==> config.mk <==
export PLATFORM = sky130hd
export DESIGN_NAME = psd_front
export DESIGN_NICKNAME = d
export VERILOG_FILES = /design/src/psd_pkg.sv /design/src/psd_front.sv
export SDC_FILE = /design/constraint.sdc
export NUM_CORES = 1
export LEC_CHECK = 0
export BUFFER_PORTS_ARGS = -buffer_cell sky130_fd_sc_hd__buf_4
export CORE_MARGIN = 3
export CORE_UTILIZATION = 45
export CTS_BUF_LIST = sky130_fd_sc_hd__clkbuf_4 sky130_fd_sc_hd__clkbuf_8
export CTS_CLUSTER_SIZE = 24
export DETAILED_ROUTE_END_ITERATION = 10
export SYNTH_ARGS = -nofsm -noshare
export SYNTH_HDL_FRONTEND = slang
export SYNTH_SLANG_ARGS = --single-unit
==> constraint.sdc <==
create_clock -name clk -period 9.8 [get_ports clk]
set_input_delay 0.98 -clock clk [delete_from_list [all_inputs] [get_ports clk]]
set_output_delay 0.98 -clock clk [all_outputs]
set_load 0.01 [all_outputs]
==> src/psd_pkg.sv <==
`timescale 1ns / 1ps
// Shared types, constants and the arctangent table of the phase-shift demodulator.
package psd_pkg;

    // Phase resolution of the result: 2**PHASE_BITS equals one full turn.
    localparam int PHASE_BITS = 16;

    // Datapath widths and pipeline depths.
    localparam int CORDIC_W = 30;
    localparam int CORDIC_STEPS = 30;
    localparam int SQRT_STEPS = 8;
    localparam int SQRT_TOP_BIT = 14;

    // round(sqrt(3) * 2**16).
    localparam logic signed [CORDIC_W-1:0] SQRT3_Q16 = CORDIC_W'(113512);

    // Largest squared magnitude whose rounded root still fits in 8 bits.
    localparam logic [18:0] MAG_SAT_LIMIT = 19'd65280;

    localparam logic [31:0] ANG_HALF_TURN = 32'h8000_0000;
    localparam logic [31:0] PHASE_HALF_LSB = 32'd1 << (31 - PHASE_BITS);

    // Register map.
    localparam int PADDR_W = 3;
    localparam logic REG_IDX_STEP_MODE = 1'b0;

    localparam logic MODE_THREE_STEP = 1'b0;
    localparam logic MODE_FOUR_STEP = 1'b1;

    typedef struct packed {
        logic [7:0] sample_a;
        logic [7:0] sample_b;
        logic [7:0] sample_c;
        logic [7:0] sample_d;
    } psd_sample_t;

    typedef struct packed {
        logic [15:0] wrapped_phase;
        logic [7:0]  modulation;
    } psd_result_t;

    // One pixel in flight through the rotation and root stages.
    typedef struct packed {
        logic signed [CORDIC_W-1:0] x;
        logic signed [CORDIC_W-1:0] y;
        logic [31:0]                ang;
        logic [15:0]                rem;
        logic [16:0]                root;
        logic                       sat;
        logic                       zero;
    } psd_token_t;

    // atan(2**-i) as a fraction of a turn in units of 2**-32, rounded.
    function automatic logic [31:0] atan_turn(input logic [4:0] idx);
        logic [31:0] v;
        case (idx)
            5'd0:    v = 32'd536870912;
            5'd1:    v = 32'd316933406;
            5'd2:    v = 32'd167458907;
            5'd3:    v = 32'd85004756;
            5'd4:    v = 32'd42667331;
            5'd5:    v = 32'd21354465;
            5'd6:    v = 32'd10679838;
            5'd7:    v = 32'd5340245;
            5'd8:    v = 32'd2670163;
            5'd9:    v = 32'd1335087;
            5'd10:   v = 32'd667544;
            5'd11:   v = 32'd333772;
            5'd12:   v = 32'd166886;
            5'd13:   v = 32'd83443;
            5'd14:   v = 32'd41722;
            5'd15:   v = 32'd20861;
            5'd16:   v = 32'd10430;
            5'd17:   v = 32'd5215;
            5'd18:   v = 32'd2608;
            5'd19:   v = 32'd1304;
            5'd20:   v = 32'd652;
            5'd21:   v = 32'd326;
            5'd22:   v = 32'd163;
            5'd23:   v = 32'd81;
            5'd24:   v = 32'd41;
            5'd25:   v = 32'd20;
            5'd26:   v = 32'd10;
            5'd27:   v = 32'd5;
            5'd28:   v = 32'd3;
            5'd29:   v = 32'd1;
            default: v = 32'd0;
        endcase
        return v;
    endfunction

endpackage

==> src/psd_front.sv <==
`timescale 1ns / 1ps
// Front end: quadrature pair, scaling, squared magnitude and half-turn pre-rotation.
module psd_front (
    input  logic                  clk,
    input  logic                  rst_n,
    input  logic                  en,
    input  logic                  sample_valid,
    input  psd_pkg::psd_sample_t  samples,
    input  logic                  step_mode,
    output logic                  tok_valid,
    output psd_pkg::psd_token_t   tok
);
    import psd_pkg::*;

    // Stage A: differences.
    logic                 a_valid_reg;
    logic signed [9:0]    a_xi_reg, a_xi_next;
    logic signed [8:0]    a_yi_reg, a_yi_next;
    logic                 a_mode_reg;
    logic                 a_zero_reg, a_zero_next;

    // Stage B: fixed-point scaling and squares.
    logic                        b_valid_reg;
    logic signed [CORDIC_W-1:0]  b_xf_reg, b_xf_next;
    logic signed [CORDIC_W-1:0]  b_yf_reg, b_yf_next;
    logic [17:0]                 b_xsq_reg, b_xsq_next;
    logic [15:0]                 b_ysq_reg, b_ysq_next;
    logic                        b_mode_reg;
    logic                        b_zero_reg;

    // Stage C: token for the rotation pipeline.
    logic        c_valid_reg;
    psd_token_t  c_tok_reg, c_tok_next;

    logic signed [9:0]           sa, sb, sc, sd;
    logic signed [9:0]           yi_wide;
    logic signed [CORDIC_W-1:0]  xi_ext, yi_ext;
    logic signed [19:0]          xi_sq_op, xi_sq_full;
    logic signed [17:0]          yi_sq_op, yi_sq_full;
    logic [18:0]                 m2;
    logic                        x_neg;

    always_comb
    begin
        sa = signed'({2'b00, samples.sample_a});
        sb = signed'({2'b00, samples.sample_b});
        sc = signed'({2'b00, samples.sample_c});
        sd = signed'({2'b00, samples.sample_d});
        if (step_mode == MODE_FOUR_STEP)
        begin
            a_xi_next = sa - sc;
            yi_wide   = sb - sd;
        end
        else
        begin
            a_xi_next = (sa <<< 1) - sb - sc;
            yi_wide   = sb - sc;
        end
        a_yi_next   = signed'(yi_wide[8:0]);
        a_zero_next = (a_xi_next == '0) && (yi_wide == '0);
    end

    always_comb
    begin
        xi_ext     = CORDIC_W'(a_xi_reg);
        yi_ext     = CORDIC_W'(a_yi_reg);
        b_xf_next  = xi_ext <<< 16;
        if (a_mode_reg == MODE_FOUR_STEP)
        begin
            b_yf_next = yi_ext <<< 16;
        end
        else
        begin
            b_yf_next = yi_ext * SQRT3_Q16;
        end
        xi_sq_op   = 20'(a_xi_reg);
        xi_sq_full = xi_sq_op * xi_sq_op;
        yi_sq_op   = 18'(a_yi_reg);
        yi_sq_full = yi_sq_op * yi_sq_op;
        b_xsq_next = xi_sq_full[17:0];
        b_ysq_next = yi_sq_full[15:0];
    end

    always_comb
    begin
        if (b_mode_reg == MODE_FOUR_STEP)
        begin
            m2 = {1'b0, b_xsq_reg} + 19'(b_ysq_reg);
        end
        else
        begin
            m2 = {1'b0, b_xsq_reg} + 19'({b_ysq_reg, 1'b0}) + 19'(b_ysq_reg);
        end
        x_neg           = b_xf_reg[CORDIC_W-1];
        c_tok_next.x    = x_neg ? -b_xf_reg : b_xf_reg;
        c_tok_next.y    = x_neg ? -b_yf_reg : b_yf_reg;
        c_tok_next.ang  = x_neg ? ANG_HALF_TURN : '0;
        c_tok_next.rem  = m2[15:0];
        c_tok_next.root = '0;
        c_tok_next.sat  = (m2 > MAG_SAT_LIMIT);
        c_tok_next.zero = b_zero_reg;
    end

    always_ff @(posedge clk or negedge rst_n)
    begin
        if (!rst_n)
        begin
            a_valid_reg <= 1'b0;
            b_valid_reg <= 1'b0;
            c_valid_reg <= 1'b0;
        end
        else if (en)
        begin
            a_valid_reg <= sample_valid;
            b_valid_reg <= a_valid_reg;
            c_valid_reg <= b_valid_reg;
        end
    end

    always_ff @(posedge clk)
    begin
        if (en)
        begin
            a_xi_reg   <= a_xi_next;
            a_yi_reg   <= a_yi_next;
            a_mode_reg <= step_mode;
            a_zero_reg <= a_zero_next;
            b_xf_reg   <= b_xf_next;
            b_yf_reg   <= b_yf_next;
            b_xsq_reg  <= b_xsq_next;
            b_ysq_reg  <= b_ysq_next;
            b_mode_reg <= a_mode_reg;
            b_zero_reg <= a_zero_reg;
            c_tok_reg  <= c_tok_next;
        end
    end

    assign tok_valid = c_valid_reg;
    assign tok       = c_tok_reg;

endmodule

; Yosys cells after proc, flatten, opt, wreduce, memory -nomap -nowiden
; Index checks and enable logic that the tools add are counted.
[classes]
order_cmp = 1
reduce_logical = 3
add_sub_neg = 10
mux = 7
n_mul = 3
[op_table]
columns = operator, count
row1 = two-way mux 30 bit, 2
row2 = two-way mux 32 bit, 1
row3 = negation 26 -> 30 bit, 1
row4 = negation 30 bit, 1
row5 = two-way mux 29 bit, 1
row6 = subtractor 8 x 8 -> 9 bit, 3
row7 = "multiplier 9 x 15 -> 24 bit, second input constant", 1
row8 = zero test 10 bit, 2
row9 = two-way mux 10 bit, 2
row10 = adder 18 x 16 -> 19 bit, 1
row11 = adder 18 x 17 -> 19 bit, 1
row12 = adder 19 x 16 -> 19 bit, 1
row13 = "greater-than comparator 19 x 16 -> 1 bit, second input constant", 1
row14 = two-way mux 19 bit, 1
row15 = multiplier 10 x 10 -> 18 bit, 1
row16 = multiplier 9 x 9 -> 16 bit, 1
row17 = subtractor 10 x 9 -> 10 bit, 1
row18 = subtractor 9 x 8 -> 10 bit, 1
row19 = logical AND 1 bit, 1
[totals]
inputBits = 37
elab_cells = 46
output_inout_bits = 128
reg_bits = 210

; Logic depth before layout (Yosys ltp)
[depth]
ltp_word = 5
ltp_mapped = 22
ltp_nobuf = 22

; Worst setup path before layout
; No wires, ideal clock.
[synth_timing]
kind = reg2reg
start = register a_yi_reg[3]
end = register b_yf_reg[23] (data pin)
path_buffers = 0
setup_time_ns = 0.269
slack_ns = 4.333
required_ns = 9.531
period_less_slack_ns = 5.467
stages_incl_launch_ff = 20
arrival_time_ns = 5.198
cell_sequence = edfxtp_1 > ha_1 > inv_1 > fa_1 > inv_1 > ha_1 > inv_1 > fa_1 > inv_1 > ha_1 > ha_1 > fa_1 > a21o_1 > a21o_1 > a2111oi_0 > o311ai_0 > a31o_2 > a21oi_1 > xor2_1 > o21ai_0
[synth_via]
elab_chain_cells = 2
[synth_lines]
columns = item, line_no
row1 = "start, declared", psd_front.sv:18  ; logic signed [8:0] a_yi_reg, a_yi_next;
row2 = "start signal, assigned", psd_front.sv:125  ; a_yi_reg <= a_yi_next;
row3 = multiplier 9 x 15 -> 24 bit, psd_front.sv:74  ; b_yf_next = yi_ext * SQRT3_Q16;
row4 = two-way mux 30 bit, psd_front.sv:68  ; if (a_mode_reg == MODE_FOUR_STEP)
row5 = named net b_yf_next[23], psd_front.sv:25  ; logic signed [CORDIC_W-1:0] b_yf_reg, b_yf_next;
row6 = "end signal, assigned", psd_front.sv:129  ; b_yf_reg <= b_yf_next;
row7 = "end, declared", psd_front.sv:25
; The timed path passes the listed nets, and every way through them passes these cells.
; A chain may end at the register's enable or synchronous reset.

; Worst setup path in the final report
; Ends and elaborated chain as after synthesis.

==> impl_metrics.yaml <==
outcome:
  outcome: "finished, final reports clean"
worst_hold_path:
  hold_class: "in2async"
cts:
  clock-sinks: 151
  cts_tree: "done"
  cts_max_level: 4
  cts_hold_buf: 0
  cts_setup_buffers: 0
  cts-root-buf: "clkbuf_8"
  clockBufferDepth: 2
  cts_buffers: 17
  cts.repair.resized: 0
  clkTransAtPathRegs_ns: 0.10
  clk_latency_ns: 0.48
floorplan:
  ios: 165
  die_area_um2: 40400
  die_w_um: 201
  start_util: 0.462
  core_um2: 37000
  rows: 70
  dieHeight_um: 201
global_routing:
  antenna_found_initial: 0
  grt_pass1_vias: 11200
  grt-ovfl-total: 0
  grt_max_degree: 106
  grtUsageTotal: 0.172
  grt_pass1_wl_mm: 56.7
final_layout:
  insertedDiodeCount: 0
  final_cell_mix: "inv_1 (332), ha_1 (209), fa_1 (191), edfxtp_1 (148), buf_4 (100)"
  nets: 2200
  syn2layout_area_growth_pct: 8.47
  drive_gt1_frac: 0.0856
  nFillCells: 3428
  final_common_cell: "inv_1"
  largest_register_ff_count: 60
timing:
  setup_viol: 0
  tns_ns: 0
  max_freq_mhz: 155
  holdWs_ns: 0.270
  worst_slew_pin_slew_ns: 1.08
  finClkSkew_ns: 0.0182
  period_needed_ns: 6.45
  rsz0062_at_grt: "no"
  fin_ws_ns: 3.35
  slew_violations: 0
  final_hold_viol_count: 0
  relSlewSlack: 0.262
  fin_crit_sh: 0.658
synthesis:
  synth_cell_types: 60
  ys.flop_type: "edfxtp_1"
  syn_avg_cell_area_um2: 10.3
  syn-cell-area_um2: 17100
  synth-edff-count: 148
  ys_seq_area_frac: 0.264
  synth_cells: 1664
  synth_seq_cells: 151
  synth_warnings: 0
  async_reset_ff_frac: 0.0199
route:
  avgViaCountPerCell: 4.86
  ant_nets: 0
  first_pass_iters: 5
  drt-initial-drc-count: 522
  remaining_drc_errors: 0
  totalWireLength_mm: 33.7
  post_drt_wl_per_cell_um: 14.8
  via_count: 11100
setup_path:
  cp_max_fo: 14
  end_kind: "flop"
  path_class: "reg2reg"
  arrival_ns: 6.67
  start_kind: "flop"
  cp.required_ns: 10.02
place:
  hpwl_mm: 27.7
  place.gp.congestion: 0.868
  preCtsSetupSlack_ns: 3.39
  portBuffers: 97
run:
  cap_violations: 0
-- worst max-delay path, cell delays in order, from the launching register on --
cell and delay (ns):
edfxtp_1 0.75, ha_1 0.38, inv_1 0.13, fa_1 0.61
inv_1 0.06, ha_1 0.27, inv_1 0.05, fa_1 0.52
inv_1 0.04, ha_1 0.29, ha_1 0.23, fa_1 0.41
a21o_1 0.19, a21o_1 0.21, a2111oi_0 0.96, o311ai_0 0.36
a31o_2 0.30, a21oi_1 0.17, xor2_1 0.16, o21ai_0 0.09
-- worst paths after layout --
kind / from / end / slack (ns) / cells after the start
min in group clk: b_zero_reg$_DFFE_PP_ / tok[0]$_DFFE_PP_ / 0.43 / 0
min reg2reg: b_zero_reg$_DFFE_PP_ / tok[0]$_DFFE_PP_ / 0.43 / 0
max reg2reg: a_yi_reg[3]$_DFFE_PP_ / b_yf_reg[23]$_DFFE_PP_ / 3.35 / 19
max in group asynchronous: rst_n / a_valid_reg$_DFFE_PN0P_ / 9.44 / 1
max: a_yi_reg[3]$_DFFE_PP_ / b_yf_reg[23]$_DFFE_PP_ / 3.35 / 19
min: rst_n / tok_valid$_DFFE_PN0P_ / 0.27 / 1
-- synthesized netlist by cell type, drive strengths merged, types with 15 or more instances --
library cell	n	area, um2
clkbuf	22	82.6
o21ai	63	315
nor2	69	259
fa	191	3820
and2	36	225
buf	69	510
nand2	88	330
nor2b	29	181
ha	209	2620
xor2	32	280
inv	332	1250
a21oi	55	275
o21a	15	113
nor3	20	100
xnor2	90	788
a21o	21	158
edfxtp	148	4440
-- metrics by stage --
stage | cells | util | instance area [um2]
4_1_cts | 2280 | 0.501 | 18600
5_1_grt | 2280 | 0.501 | 18600
3_5_place_dp | 2248 | 0.491 | 18200
2_1_floorplan | 1734 | - | 17400
3_3_place_gp | 2248 | 0.491 | 18200
6_report | 2280 | 0.501 | 18600
-- metal layers --
metal  routed length [um]  GRT usage  up-vias
li1                     -          -     5493
met3                 1170     0.0219       18
met5                    0          0        -
met4                  334     0.0349        0
met1                16400      0.249     5359
met2                15900      0.281      203
-- final cells by class --
cell class / instances / area, um2 / area share
inverters: 332 / 1250 / 0.0671
flip-flops and latches: 151 / 4520 / 0.243
clock buffers: 17 / 234 / 0.0126
well taps: 504 / 631 / 0.0340
repair buffers: 101 / 762 / 0.0410
multi-input cells: 1160 / 11000 / 0.594
clock inverters: 15 / 154 / 0.00829
-- cell families after synthesis --
family	count (synthesis)	share of synthesized area
buffers and inverters	423	0.107
adder cells (fa/ha/maj)	400	0.376
AND/OR/NAND/NOR	321	0.0940
AO/OA/AOI/OAI	231	0.0870
flip-flops	151	0.264
XOR/XNOR	122	0.0624
multiplexers	15	0.00913
other	1	0.000219
Power is not shown: default switching activity piles up to over one toggle a cycle in this logic, so the estimate is an artifact.
