<file path="src/psd_pkg.sv">
`timescale 1ns / 1ps
// Shared types, constants and the arctangent table of the phase-shift demodulator.
package psd_pkg;

    // Phase resolution of the result: 2**PHASE_BITS equals one full turn.
    localparam int PHASE_BITS = 16;

    // Datapath widths and pipeline depths.
    localparam int CORDIC_W = 30;
    localparam int CORDIC_STEPS = 30;
    localparam int SQRT_STEPS = 8;
    localparam int SQRT_TOP_BIT = 14;

    // round(sqrt(3) * 2**16).
    localparam logic signed [CORDIC_W-1:0] SQRT3_Q16 = CORDIC_W'(113512);

    // Largest squared magnitude whose rounded root still fits in 8 bits.
    localparam logic [18:0] MAG_SAT_LIMIT = 19'd65280;

    localparam logic [31:0] ANG_HALF_TURN = 32'h8000_0000;
    localparam logic [31:0] PHASE_HALF_LSB = 32'd1 << (31 - PHASE_BITS);

    // Register map.
    localparam int PADDR_W = 3;
    localparam logic REG_IDX_STEP_MODE = 1'b0;

    localparam logic MODE_THREE_STEP = 1'b0;
    localparam logic MODE_FOUR_STEP = 1'b1;

    typedef struct packed {
        logic [7:0] sample_a;
        logic [7:0] sample_b;
        logic [7:0] sample_c;
        logic [7:0] sample_d;
    } psd_sample_t;

    typedef struct packed {
        logic [15:0] wrapped_phase;
        logic [7:0]  modulation;
    } psd_result_t;

    // One pixel in flight through the rotation and root stages.
    typedef struct packed {
        logic signed [CORDIC_W-1:0] x;
        logic signed [CORDIC_W-1:0] y;
        logic [31:0]                ang;
        logic [15:0]                rem;
        logic [16:0]                root;
        logic                       sat;
        logic                       zero;
    } psd_token_t;

    // atan(2**-i) as a fraction of a turn in units of 2**-32, rounded.
    function automatic logic [31:0] atan_turn(input logic [4:0] idx);
        logic [31:0] v;
        case (idx)
            5'd0:    v = 32'd536870912;
            5'd1:    v = 32'd316933406;
            5'd2:    v = 32'd167458907;
            5'd3:    v = 32'd85004756;
            5'd4:    v = 32'd42667331;
            5'd5:    v = 32'd21354465;
            5'd6:    v = 32'd10679838;
            5'd7:    v = 32'd5340245;
            5'd8:    v = 32'd2670163;
            5'd9:    v = 32'd1335087;
            5'd10:   v = 32'd667544;
            5'd11:   v = 32'd333772;
            5'd12:   v = 32'd166886;
            5'd13:   v = 32'd83443;
            5'd14:   v = 32'd41722;
            5'd15:   v = 32'd20861;
            5'd16:   v = 32'd10430;
            5'd17:   v = 32'd5215;
            5'd18:   v = 32'd2608;
            5'd19:   v = 32'd1304;
            5'd20:   v = 32'd652;
            5'd21:   v = 32'd326;
            5'd22:   v = 32'd163;
            5'd23:   v = 32'd81;
            5'd24:   v = 32'd41;
            5'd25:   v = 32'd20;
            5'd26:   v = 32'd10;
            5'd27:   v = 32'd5;
            5'd28:   v = 32'd3;
            5'd29:   v = 32'd1;
            default: v = 32'd0;
        endcase
        return v;
    endfunction

endpackage

</file>
<file path="src/psd_out.sv">
`timescale 1ns / 1ps
// Result formatting with an output register and a skid register; the skid register sets the pipeline enable.
module psd_out (
    input  logic                  clk,
    input  logic                  rst_n,
    input  logic                  tail_valid,
    input  psd_pkg::psd_token_t   tail,
    input  logic                  result_ready,
    output logic                  en,
    output logic                  result_valid,
    output psd_pkg::psd_result_t  result
);
    import psd_pkg::*;

    logic         out_valid_reg, out_valid_next;
    psd_result_t  out_data_reg, out_data_next;
    logic         skid_valid_reg, skid_valid_next;
    psd_result_t  skid_data_reg, skid_data_next;

    psd_result_t            fmt;
    logic [31:0]            ang_rnd;
    logic [PHASE_BITS-1:0]  phase;
    logic [16:0]            root_rnd;
    logic                   push;
    logic                   out_free;

    always_comb
    begin
        ang_rnd  = tail.ang + PHASE_HALF_LSB;
        phase    = ang_rnd[31 -: PHASE_BITS];
        root_rnd = tail.root + 17'({1'b0, tail.rem} > tail.root);
        fmt.wrapped_phase = tail.zero ? '0 : 16'(phase);
        fmt.modulation    = tail.sat ? 8'hFF : root_rnd[7:0];
    end

    assign en       = !skid_valid_reg;
    assign push     = en && tail_valid;
    assign out_free = !out_valid_reg || result_ready;

    always_comb
    begin
        out_valid_next  = out_valid_reg;
        out_data_next   = out_data_reg;
        skid_valid_next = skid_valid_reg;
        skid_data_next  = skid_data_reg;
        if (out_free)
        begin
            out_valid_next  = skid_valid_reg || push;
            out_data_next   = skid_valid_reg ? skid_data_reg : fmt;
            skid_valid_next = 1'b0;
        end
        else if (push)
        begin
            skid_valid_next = 1'b1;
            skid_data_next  = fmt;
        end
    end

    always_ff @(posedge clk or negedge rst_n)
    begin
        if (!rst_n)
        begin
            out_valid_reg  <= 1'b0;
            skid_valid_reg <= 1'b0;
        end
        else
        begin
            out_valid_reg  <= out_valid_next;
            skid_valid_reg <= skid_valid_next;
        end
    end

    always_ff @(posedge clk)
    begin
        out_data_reg  <= out_data_next;
        skid_data_reg <= skid_data_next;
    end

    assign result_valid = out_valid_reg;
    assign result       = out_data_reg;

endmodule

</file>
<file path="config.mk">
export PLATFORM = sky130hd
export DESIGN_NAME = psd_out
export DESIGN_NICKNAME = d
export VERILOG_FILES = /design/src/psd_pkg.sv /design/src/psd_out.sv
export SDC_FILE = /design/constraint.sdc
export NUM_CORES = 1
export LEC_CHECK = 0
export BUFFER_PORTS_ARGS = -buffer_cell sky130_fd_sc_hd__buf_2
export CORE_UTILIZATION = 45
export CTS_CLUSTER_SIZE = 10
export DETAILED_ROUTE_END_ITERATION = 16
export PLACE_DENSITY = 0.77
export SLEW_MARGIN = 20
export SYNTH_ARGS = -nofsm -noshare
export SYNTH_HDL_FRONTEND = slang
export SYNTH_SLANG_ARGS = --single-unit
</file>
<file path="constraint.sdc">
create_clock -name clk -period 4.3 [get_ports clk]
set_input_delay 0.645 -clock clk [delete_from_list [all_inputs] [get_ports clk]]
set_output_delay 0.645 -clock clk [all_outputs]
set_load 0.1 [all_outputs]
</file>
# After elaboration in Yosys (flattened, before gate mapping)
# Cells that the tools add are included.
# classes
muxes	5
eq_ne	0
n_shift	0
reduce_logical	7
bitwise	1
addsub	2
n_lt_le_gt_ge	1
n_mul	0
n_div	0
# ops
operator	n
adder 32 x 16 -> 32 bit, second input constant	1
two-way mux 24 bit	1
greater-than comparator 16 x 17 -> 1 bit	1
two-way mux 16 bit	1
adder 8 x 1 -> 8 bit	1
two-way mux 8 bit	1
zero test 1 bit	2
logical OR 1 bit	2
two-way mux 1 bit	2
AND reduction 2 bit	1
nonzero test 2 bit	1
logical AND 1 bit	1
NOT 1 bit	1
# totals
in_bits	131
n_memories	0
register_bits	50
mem_bits_ro	0
ramBits	0
latchBits	0

# Logic depth before layout (Yosys ltp)
# Gate-level depths: netlist (run 1).
# logic_depth
ltp_word	4
depth_mapped	12
depth_no_buf	12

# Worst setup path before layout (run 1)
# No wires, ideal clock.
# synth_timing
path_type	reg2reg
from	register out_valid_reg (netlist: result_valid)
to	register skid_data_reg[0] (netlist bit) (enable)
slack_ns	0.220
setup_time_ns	0.440
t_arrival_ns	3.640
stages_incl_launch_ff	3
path_cell_list	dfrtp_1 > nand2b_1 > nor3b_1
# synth_via
elab_chain_len	4
# synth_rtl
item	line_no	source
from (decl)	psd_out.sv:15	logic out_valid_reg, out_valid_next;
from (signal assigned)	psd_out.sv:68	out_valid_reg <= out_valid_next;
zero test 1 bit	psd_out.sv:38	assign out_free = !out_valid_reg || result_ready;
logical OR 1 bit	psd_out.sv:38	
NOT 1 bit (no source line)	-	
AND reduction 2 bit (no source line)	-	
to (signal assigned)	psd_out.sv:76	skid_data_reg <= skid_data_next;
to (decl)	psd_out.sv:18	psd_result_t skid_data_reg, skid_data_next;
# Every way passes these cells.
# A chain may end at the register's enable or synchronous reset.

==> results.md, run 1 <==
* Run status: finished, final reports clean
* Timing endpoint of the critical path: result[4]
* Number of clock sinks at 50
* Power Density at 374 mW/mm^2
* Hold crit path type: primary input to asynchronous set/reset pin
* Startpoint of the worst-slack reg-to-reg timing path: skid_valid_reg
* Die outline height at 80.9 um
* Final setup TNS at 0 ps
* Type of the setup path with the least slack: primary input to flop
* Arrival time of the worst setup path at 3070 ps
* R2R Path End: result[21]
* Most common cell in the netlist: edfxtp_1
* Headroom to the max-slew limit at 0.655
* Worst skew pair latency at 300 ps
* N_diodes at 0
* First-pass GRT wire length at approximately 9200 um
* Ys async rst share at 0.0400
* Final setup skew at approximately 7.8 ps
* Routed Wire Length at 5700 um
* Top cells by count, synth: 48 x edfxtp_1, 25 x nand2_1, 19 x ha_1
* Crit path time final at around 3000 ps
* Number of setup buffers added after CTS at 0
* CTS tree: yes
* Cell accounting for the most synthesized area: edfxtp_1
* Top area cells in the synthesized netlist: edfxtp_1 51%, ha_1 8.5%, nand2_1 3.3%
* Root buffer cell: clkbuf_8
* Average routed wire per standard cell at around 14 um
* Worst setup SP type: primary input
* Yosys Warn Count at 0
* Count of final hold-check violations at 0
* Leakage power of the design at roughly 1.4 nW
* GRT Residual Overflow at 0
* Total of max-cap violations at 0
* Required time of the worst setup path at ~4400 ps
* Number of fill cells in the layout at 546
* Total number of vias at 2207
* Ratio of cells with drive above 1 in the final layout at 0.316
* Fmax at about 330 MHz
* R2R setup slack at between 2000 and 3000 ps
* Total CTS buffers at 5
* # rows at 28
* Top Ports at 157
* Post-route standard cell area excluding fillers at 0.00341 sq mm
* Post-synthesis cell type count at 40
* Slew Limit Fails at 0
* Nets at roughly 490
* Cts-stage hold buffer count at 0
* Gpl congestion at 0.859
* DIE WIDTH at between 80 and 90 um
* Unrepaired setup endpoints after global routing: no
* Initial standard-cell utilization of the core at 0.470
* Number of global-route vias before repair at approximately 2100
* Count of port buffers added during placement at 81
* Final setup violation count at 0
* Max Buffers Root-to-Sink at 2
* DRT antenna net count at 0
* Half-perimeter wire length of the detailed placement result at between 4000 and 5000 um
* Die Area at around 0.0065 sq mm
* Worst-path fanout max at 5
* Synth Area per Inst at between 10 and 15 sq um
* Number of synthesized flops with an enable pin at 48
* Number of cell instances on the worst register-to-register path at 3
* Post-synth top area share at 0.515
* Number of H-tree levels at 2
* Final critical-path share of the clock period at 0.700
* Pin count of the biggest net entering global routing at 35
* Antenna violations before repair at 0
* Critical path launch point: tail[6]
* Top FF cell, synth: edfxtp_1
* Count of cells resized by post-cts repair at 0
* Layout-stage area growth over the synthesis result at 21.7%
* Endpoint class of the critical path: flop
* GRT Resource Usage Total at 0.185
* Worst-margin pin slew at 517 ps
* Netlist area before placement at ~0.0028 sq mm
* Length of the first detailed-routing pass in iterations at 4
* Drc violations at 0
* Iteration-0 DRC Markers at 113
* Share of the yosys chip area belonging to registers at 0.532
* Net count of the mapped netlist at about 400
* Average via count per standard cell at 5.38
* Worst vdd rail ir drop at 0.185 mV
* Instance area at placement at approximately 0.0033 sq mm
* Clock slew seen by the registers of the worst setup and hold paths at about 90 ps
* Std-Cell Core Area at between 0.005 and 0.006 sq mm
* Synth Instances at ~250
* Post-synthesis register bit count at 50
==> per-layer routing <==
metal | wire, um | up-vias | GRT usage | part of all wire
li1 | - | 1096 | - | -
met1 | 2520 | 1044 | 0.227 | 0.44
met2 | 2810 | 59 | 0.317 | 0.49
met3 | 273 | 8 | 0.0472 | 0.048
met4 | 93 | 0 | 0.0589 | 0.016
met5 | 0 | - | 0 | 0
==> stage by stage <==
step	hold slack, ps	utilization	setup slack [ps]	cells	power [mW]
floorplan	349	-	220	252	0.871
global placement	430	0.553	1020	403	0.944
detailed placement	433	0.553	965	403	0.953
CTS	100	0.572	1280	410	1.28
global route	95.7	0.572	1150	410	1.32
finish	106	0.572	1290	410	1.27
==> critical path, cell delays in order <==
cell and delay, ps:
buf_2 120, inv_1 70, ha_1 330, a21oi_1 120, o21ai_0 120, a2111oi_0 440, o22ai_1 120, ha_1 240
ha_1 210, nand3_1 140, xnor2_1 140, nand2_1 90, mux2_2 270
==> worst min-delay path by stage <==
stage / start / slack [ps] / cells past startpoint / to
global placement: rst_n / 430 / 1 / result_valid
finish: rst_n / 110 / 1 / skid_valid_reg
CTS: rst_n / 100 / 1 / skid_valid_reg
global route: rst_n / 100 / 1 / result_valid
detailed placement: rst_n / 430 / 1 / skid_valid_reg
floorplan: rst_n / 350 / 0 / result_valid
==> where the power goes <==
part / switching [mW] / internal, mW / total [mW]
Sequential: 0.00746 / 0.577 / 0.585
Combinational: 0.273 / 0.0817 / 0.355
Clock: 0.148 / 0.186 / 0.334
Total: 0.429 / 0.845 / 1.27
==> cell usage in the layout (no fill, tap or decap), types with 2 or more instances in the layout <==
cell       netlist  layout
clkbuf_8         0       6
nand2_1         25      25
nand3_1          6       6
xor2_1           5       5
o311ai_0         2       2
dfrtp_1          2       2
xnor2_1         10      10
buf_2            2      81
inv_1           18      18
edfxtp_1        48      48
or2_2            3       3
nor4_1           2       2
or3_1            7       7
nor3b_1          4       3
a2bb2oi_1        2       2
o21ai_0         13      13
nor2_1          18      18
a21oi_1          7       7
and3_1           7       7
nand4_1          8       8
a221o_1          2       2
buf_4            0       3
mux2_2           8       8
ha_1            19      19
a21o_1           2       2
nor3_1           3       3
o31ai_1          9       9
and4_1           2       2
==> layout make-up <==
type	instances	area, sq um	share of cell area
tap	75	93.8	0.0275
sequential	50	1490	0.438
timing repair buffer	84	428	0.126
clock inverter	1	30.0	0.00881
inverter	19	71.3	0.0209
multi-input combinational	175	1210	0.355
clock buffer	6	82.6	0.0242
==> logic make-up (layout without fill, tap and decap cells) <==
| logic type | Yosys count | count (layout) | share of synthesized area |
|---|---|---|---|
| simple gates | 91 | 91 | 0.168 |
| flops | 50 | 50 | 0.532 |
| compound gates | 42 | 42 | 0.0987 |
| buf+inv | 27 | 110 | 0.0371 |
| fa+ha+maj | 19 | 19 | 0.0849 |
| xor+xnor | 15 | 15 | 0.0469 |
| mux | 8 | 8 | 0.0322 |
Power figures use the tool's default switching activity.
==> inputs of run 2 (changes only) <==
==> constraint.sdc (replaced) <==
create_clock -name clk -period 3.1 [get_ports clk]
set_input_delay 0.465 -clock clk [delete_from_list [all_inputs] [get_ports clk]]
set_output_delay 0.465 -clock clk [all_outputs]
set_load 0.1 [all_outputs]
==> results.md, run 2 (same netlist as run 1, synthesis figures left out) <==
* Half-perimeter wire length of the detailed placement result at 4440 um (was 4300 um)
* Average via count per standard cell at 5.45 (was 5.38)
* DIE WIDTH at 80.9 um (unchanged)
* Antenna violations before repair at 0 (unchanged)
* Power share of the sequential group at 0.467 (was 0.459)
* Max Buffers Root-to-Sink at 2 (unchanged)
* Most frequent cells in the layout: 81 x buf_2, 48 x edfxtp_1, 25 x nand2_1 (unchanged)
* Drc violations at 0 (unchanged)
* Fmax at about 360 MHz
* Final cell utilization of the core at 0.577 (was 0.572)
* Total number of vias at 2258 (was 2207)
* Crit path time final at 2780 ps
* DRT antenna net count at 0 (unchanged)
* Initial standard-cell utilization of the core at 0.470 (unchanged)
* GRT Resource Usage Total at 0.188 (was 0.185)
* First-pass GRT wire length at 9390 um (was 9240 um)
* CTS tree: yes (unchanged)
* Slew Limit Fails at 0 (unchanged)
* Power Density at 509 mW/mm^2 (was 374 mW/mm^2)
* Non-filler instance count after layout at 414 (was 410)
* Average routed wire per standard cell at 14.2 um (was 13.9 um)
* Number of global-route vias before repair at 2074 (was 2071)
* Cell total after placement at 406 (was 403)
* Number of clock sinks at 50 (unchanged)
* Routed Wire Length at 5880 um (was 5700 um)
* Pint at 1.15 mW (was 0.845 mW)
* Std-Cell Core Area at 0.00596 sq mm (unchanged)
* Ratio of cells with drive above 1 in the final layout at 0.319 (was 0.316)
* Arrival time of the worst setup path at 2840 ps (was 3070 ps)
* Final setup violation count at 0 (unchanged)
* Number of fill cells in the layout at 541 (was 546)
* Nets at 489 (was 485)
* Layout-stage area growth over the synthesis result at 22.7% (was 21.7%)
* N_diodes at 0 (unchanged)
* Worst vdd rail ir drop at 0.292 mV (was 0.185 mV)
* Worst setup timing slack at the placement stage at -22.5 ps (was 965 ps)
* Unrepaired setup endpoints after global routing: no (unchanged)
* Run status: finished, final reports clean (unchanged)
* Worst-margin pin slew at 596 ps (was 517 ps)
* Worst setup SP type: primary input (unchanged)
* Power dissipated by switching net loads at 0.599 mW (was 0.429 mW)
* Die outline height at 80.9 um (unchanged)
* Count of final hold-check violations at 0 (unchanged)
* Number of H-tree levels at 2 (unchanged)
* Clock slew seen by the registers of the worst setup and hold paths at 90 ps (about the same)
* Top Ports at 157 (unchanged)
* Total of max-cap violations at 0 (unchanged)
* Length of the first detailed-routing pass in iterations at 4 (unchanged)
* Root buffer cell: clkbuf_8 (unchanged)
* Required time of the worst setup path at 3160 ps (was 4360 ps)
* Final critical-path share of the clock period at 0.896
* Final setup TNS at 0 ps (unchanged)
* Net Sw Frac at 0.342 (was 0.337)
* Hold crit path type: primary input to flop (was primary input to asynchronous set/reset pin)
* Endpoint class of the critical path: flop (unchanged)
* Pin count of the biggest net entering global routing at 32 (was 35)
* # rows at 28 (unchanged)
* GRT Residual Overflow at 0 (unchanged)
* Least setup slack across all paths after layout at 322 ps (was 1290 ps)
* Gpl congestion at 0.879 (was 0.859)
* Leakage power of the design at 1.45 nW (was 1.44 nW)
* Total CTS buffers at 5 (unchanged)
* Final setup skew at 8.01 ps (was 7.75 ps)
* Count of port buffers added during placement at 81 (unchanged)
* Type of the setup path with the least slack: primary input to flop (unchanged)
* Worst-path fanout max at 3 (was 5)
* Post-layout total power at 1.75 mW (was 1.27 mW)
* Count of cells resized by post-cts repair at 0 (unchanged)
* Die Area at 0.00654 sq mm (unchanged)
* Iteration-0 DRC Markers at 112 (was 113)
* Clock network fraction of design power at 0.251 (was 0.262)
* Combinational Power Share at 0.282 (was 0.279)
* Headroom to the max-slew limit at 0.603 (was 0.655)
* Worst skew pair latency at 300 ps (about the same)
* Leading cell type in the layout, fill and taps excluded: buf_2 (unchanged)
-- run 2: cell count changes in the layout (fill, tap and decap cells not counted) --
cell           before  now
buf_4               3    6
clkbuf_8            6    5
clkinv_1            0    1
dlygate4sd3_1       0    1
nor3b_2             1    0
nor3b_4             0    1
-- run 2: path summary, 6_finish.rpt --
| path | from | end | slack, ps | cells past startpoint |
|---|---|---|---|---|
| worst min-delay path | tail_valid | result_valid | 400 | 3 |
| min in group asynchronous | rst_n | result_valid | 490 | 2 |
| worst min register to register | skid_data_reg[10] | result[10] | 530 | 2 |
| worst max-delay path | tail[6] | result[6] | 320 | 13 |
| max in group asynchronous | rst_n | skid_valid_reg | 2520 | 2 |
| worst max register to register | skid_valid_reg | result[23] | 1310 | 4 |
-- run 2: timing repair --
action,CTS,global route
hold buffers,1,0
hold endpoints to repair,2,0
buffers inserted,0,0
-- run 2: power groups by stage --
stage                     clock network [mW]  registers, mW  logic [mW]
after floorplan                            0           1.07       0.137
after global placement                     0          0.831       0.484
after detailed placement                   0          0.832       0.493
after CTS                              0.450          0.817       0.496
after global routing                   0.469          0.822       0.527
final                                  0.440          0.817       0.494
-- run 2: through the flow --
stage | hold WS (ps) | area [sq um]
after floorplan | 169 | 2810
after CTS | 387 | 3440
after global routing | 403 | 3440
after global placement | 250 | 3320
final | 398 | 3440
after detailed placement | 252 | 3320
-- run 2: final cells by class --
cell class	count	area [sq um]	share of cell area
inverter	19	71.3	0.0207
clock inverter	2	33.8	0.00983
tap	75	93.8	0.0273
timing repair buffer	88	460	0.134
sequential	50	1490	0.434
clock buffer	5	68.8	0.0200
multi-input combinational	175	1220	0.354
-- run 2: layer usage --
layer,GRT usage,share of wire
met5,0,0
met3,0.0416,0.060
met1,0.227,0.42
met2,0.329,0.49
met4,0.0679,0.023
-- run 2: critical path, stage by stage --
cell       delay, ps
buf_2             90
inv_1             50
ha_1             330
a21oi_1          130
o21ai_0          110
a2111oi_0        450
o22ai_1          150
ha_1             240
ha_1             210
nand3_1          140
or3_1            120
nand3_1           90
mux2_2           270
==> inputs of run 3 (changes only) <==
--- a/config.mk
+++ b/config.mk
@@ -6,8 +6,9 @@
 export NUM_CORES = 1
 export LEC_CHECK = 0
 export BUFFER_PORTS_ARGS = -buffer_cell sky130_fd_sc_hd__buf_2
+export CAP_MARGIN = 20
 export CORE_UTILIZATION = 45
-export CTS_CLUSTER_SIZE = 10
+export CTS_CLUSTER_SIZE = 40
 export DETAILED_ROUTE_END_ITERATION = 16
 export PLACE_DENSITY = 0.77
 export SLEW_MARGIN = 20
==> constraint.sdc (replaced) <==
create_clock -name clk -period 3.1 [get_ports clk]
set_input_delay 0.31 -clock clk [delete_from_list [all_inputs] [get_ports clk]]
set_output_delay 0.31 -clock clk [all_outputs]
set_load 0.1 [all_outputs]
==> results.md, run 3 (same netlist as run 1, synthesis figures left out) <==
* Required time of the worst setup path at 3160 ps (about the same)
* First-pass GRT wire length at 9810 um (was 9390 um)
* Pin count of the biggest net entering global routing at 32 (unchanged)
* N_diodes at 0 (unchanged)
* Layout-stage area growth over the synthesis result at 21.1% (was 22.7%)
* Initial standard-cell utilization of the core at 0.470 (unchanged)
* Number of fill cells in the layout at 536 (was 541)
* Length of the first detailed-routing pass in iterations at 4 (unchanged)
* Critical path launch point: tail[6] (unchanged)
* Startpoint of the worst-slack reg-to-reg timing path: skid_valid_reg (unchanged)
* Headroom to the max-slew limit at 0.642 (was 0.603)
* GRT Resource Usage Total at 0.198 (was 0.188)
* Worst skew pair latency at 300 ps (about the same)
* Routed Wire Length at 5960 um (was 5880 um)
* Root buffer cell: clkbuf_8 (unchanged)
* Hold-critical path depth at 3 (unchanged)
* DRT antenna net count at 0 (unchanged)
* Worst-path fanout max at 5 (was 3)
* Worst-margin pin slew at 537 ps (was 596 ps)
* Hold Path Sink: result_valid (unchanged)
* Iteration-0 DRC Markers at 102 (was 112)
* Hold crit path type: primary input to flop (unchanged)
* # rows at 28 (unchanged)
* Power Density at 491 mW/mm^2 (was 509 mW/mm^2)
* Endpoint class of the critical path: flop (unchanged)
* Std-Cell Core Area at 0.00596 sq mm (unchanged)
* Max Buffers Root-to-Sink at 2 (unchanged)
* Antenna violations before repair at 0 (unchanged)
* Count of final hold-check violations at 0 (unchanged)
* Number of clock sinks at 50 (unchanged)
* Run status: finished, final reports clean (unchanged)
* Total CTS buffers at 5 (unchanged)
* Most frequent cells in the layout: 81 x buf_2, 48 x edfxtp_1, 25 x nand2_1 (unchanged)
* Average via count per standard cell at 5.44 (was 5.45)
* Worst setup timing slack at the placement stage at 57.1 ps (was -22.5 ps)
* Final setup TNS at 0 ps (unchanged)
* Fmax at 370 MHz (was 360 MHz)
* GRT Residual Overflow at 0 (unchanged)
* Die Area at 0.00654 sq mm (unchanged)
* Worst vdd rail ir drop at 0.327 mV (was 0.292 mV)
* Clock slew seen by the registers of the worst setup and hold paths at 90 ps (about the same)
* R2R setup slack at 1500 ps (was 1310 ps)
* Nets at 486 (was 489)
* Top Ports at 157 (unchanged)
* Cts-stage hold buffer count at 1 (unchanged)
* Crit path time final at 2700 ps (was 2780 ps)
* Slew Limit Fails at 0 (unchanged)
* Final setup skew at 8.12 ps (was 8.01 ps)
* Worst setup SP type: primary input (unchanged)
* Number of global-route vias before repair at 2159 (was 2074)
* Final critical-path share of the clock period at 0.872 (was 0.896)
* DIE WIDTH at 80.9 um (unchanged)
* Type of the setup path with the least slack: primary input to flop (unchanged)
* Average routed wire per standard cell at 14.5 um (was 14.2 um)
* Total number of vias at 2242 (was 2258)
* Gpl congestion at 0.862 (was 0.879)
* Number of setup buffers added after CTS at 0 (unchanged)
* CTS tree: yes (unchanged)
* Half-perimeter wire length of the detailed placement result at 4500 um (was 4440 um)
* Leakage power of the design at 1.43 nW (was 1.45 nW)
* Number of H-tree levels at 2 (unchanged)
* Count of cells resized by post-cts repair at 0 (unchanged)
* Leading cell type in the layout, fill and taps excluded: buf_2 (unchanged)
* Arrival time of the worst setup path at 2760 ps (was 2840 ps)
* Die outline height at 80.9 um (unchanged)
* Drc violations at 0 (unchanged)
* Least setup slack across all paths after layout at 396 ps (was 322 ps)
* Hold_sp: tail_valid (unchanged)
* Unrepaired setup endpoints after global routing: no (unchanged)
* Total of max-cap violations at 0 (unchanged)
* R2R Path End: result[21] (was result[23])
* Ratio of cells with drive above 1 in the final layout at 0.312 (was 0.319)
* Count of port buffers added during placement at 81 (unchanged)
* Final setup violation count at 0 (unchanged)
* Number of cell instances on the worst register-to-register path at 3 (was 4)
## run 3: layout make-up
class / count / area [sq um] / area share
clock buffers: 6 / 72.6 / 0.0214
clock inverters: 2 / 8.76 / 0.00258
inverters: 19 / 71.3 / 0.0210
multi-input cells: 175 / 1220 / 0.359
flip-flops and latches: 50 / 1490 / 0.440
well taps: 75 / 93.8 / 0.0277
repair buffers: 85 / 438 / 0.129
## run 3: worst max path at each step
| stage | depth (start not counted) | endpoint |
|---|---|---|
| 2_1_floorplan | 2 | skid_data_reg[0] |
| 3_3_place_gp | 13 | result[6] |
| 3_5_place_dp | 13 | result[4] |
| 4_1_cts | 13 | result[4] |
| 5_1_grt | 13 | result[6] |
| 6_report | 13 | result[4] |
## run 3: routing by layer
metal / vias up / global-route usage / share of wire
met5: - / 0 / 0
met4: 0 / 0.0821 / 0.022
met3: 12 / 0.0416 / 0.048
met2: 62 / 0.329 / 0.49
met1: 1064 / 0.250 / 0.44
li1: 1104 / - / -
## run 3: per-stage QoR
stage | utilization | instance area (sq um) | cells | hold slack (ps) | power (mW)
2_1_floorplan | - | 2810 | 252 | 14.4 | 1.21
3_3_place_gp | 0.554 | 3300 | 403 | 95.3 | 1.31
3_5_place_dp | 0.554 | 3300 | 403 | 97.3 | 1.32
4_1_cts | 0.570 | 3390 | 412 | 252 | 1.68
5_1_grt | 0.570 | 3390 | 412 | 264 | 1.74
6_report | 0.570 | 3390 | 412 | 260 | 1.67
## run 3: power by group
part	switching (mW)	internal, mW	total [mW]
sequential	0.0123	0.801	0.813
combinational	0.382	0.115	0.497
clock	0.202	0.155	0.357
total	0.596	1.07	1.67
## run 3: worst max-delay path, cell delays in order
cell       delay [ps]
buf_2             120
inv_1              80
ha_1              320
a21oi_1           120
o21ai_0           110
a2111oi_0         470
o22ai_1           140
ha_1              240
ha_1              210
nand3_1           140
xnor2_1           130
nand2_1           100
mux2_2            270
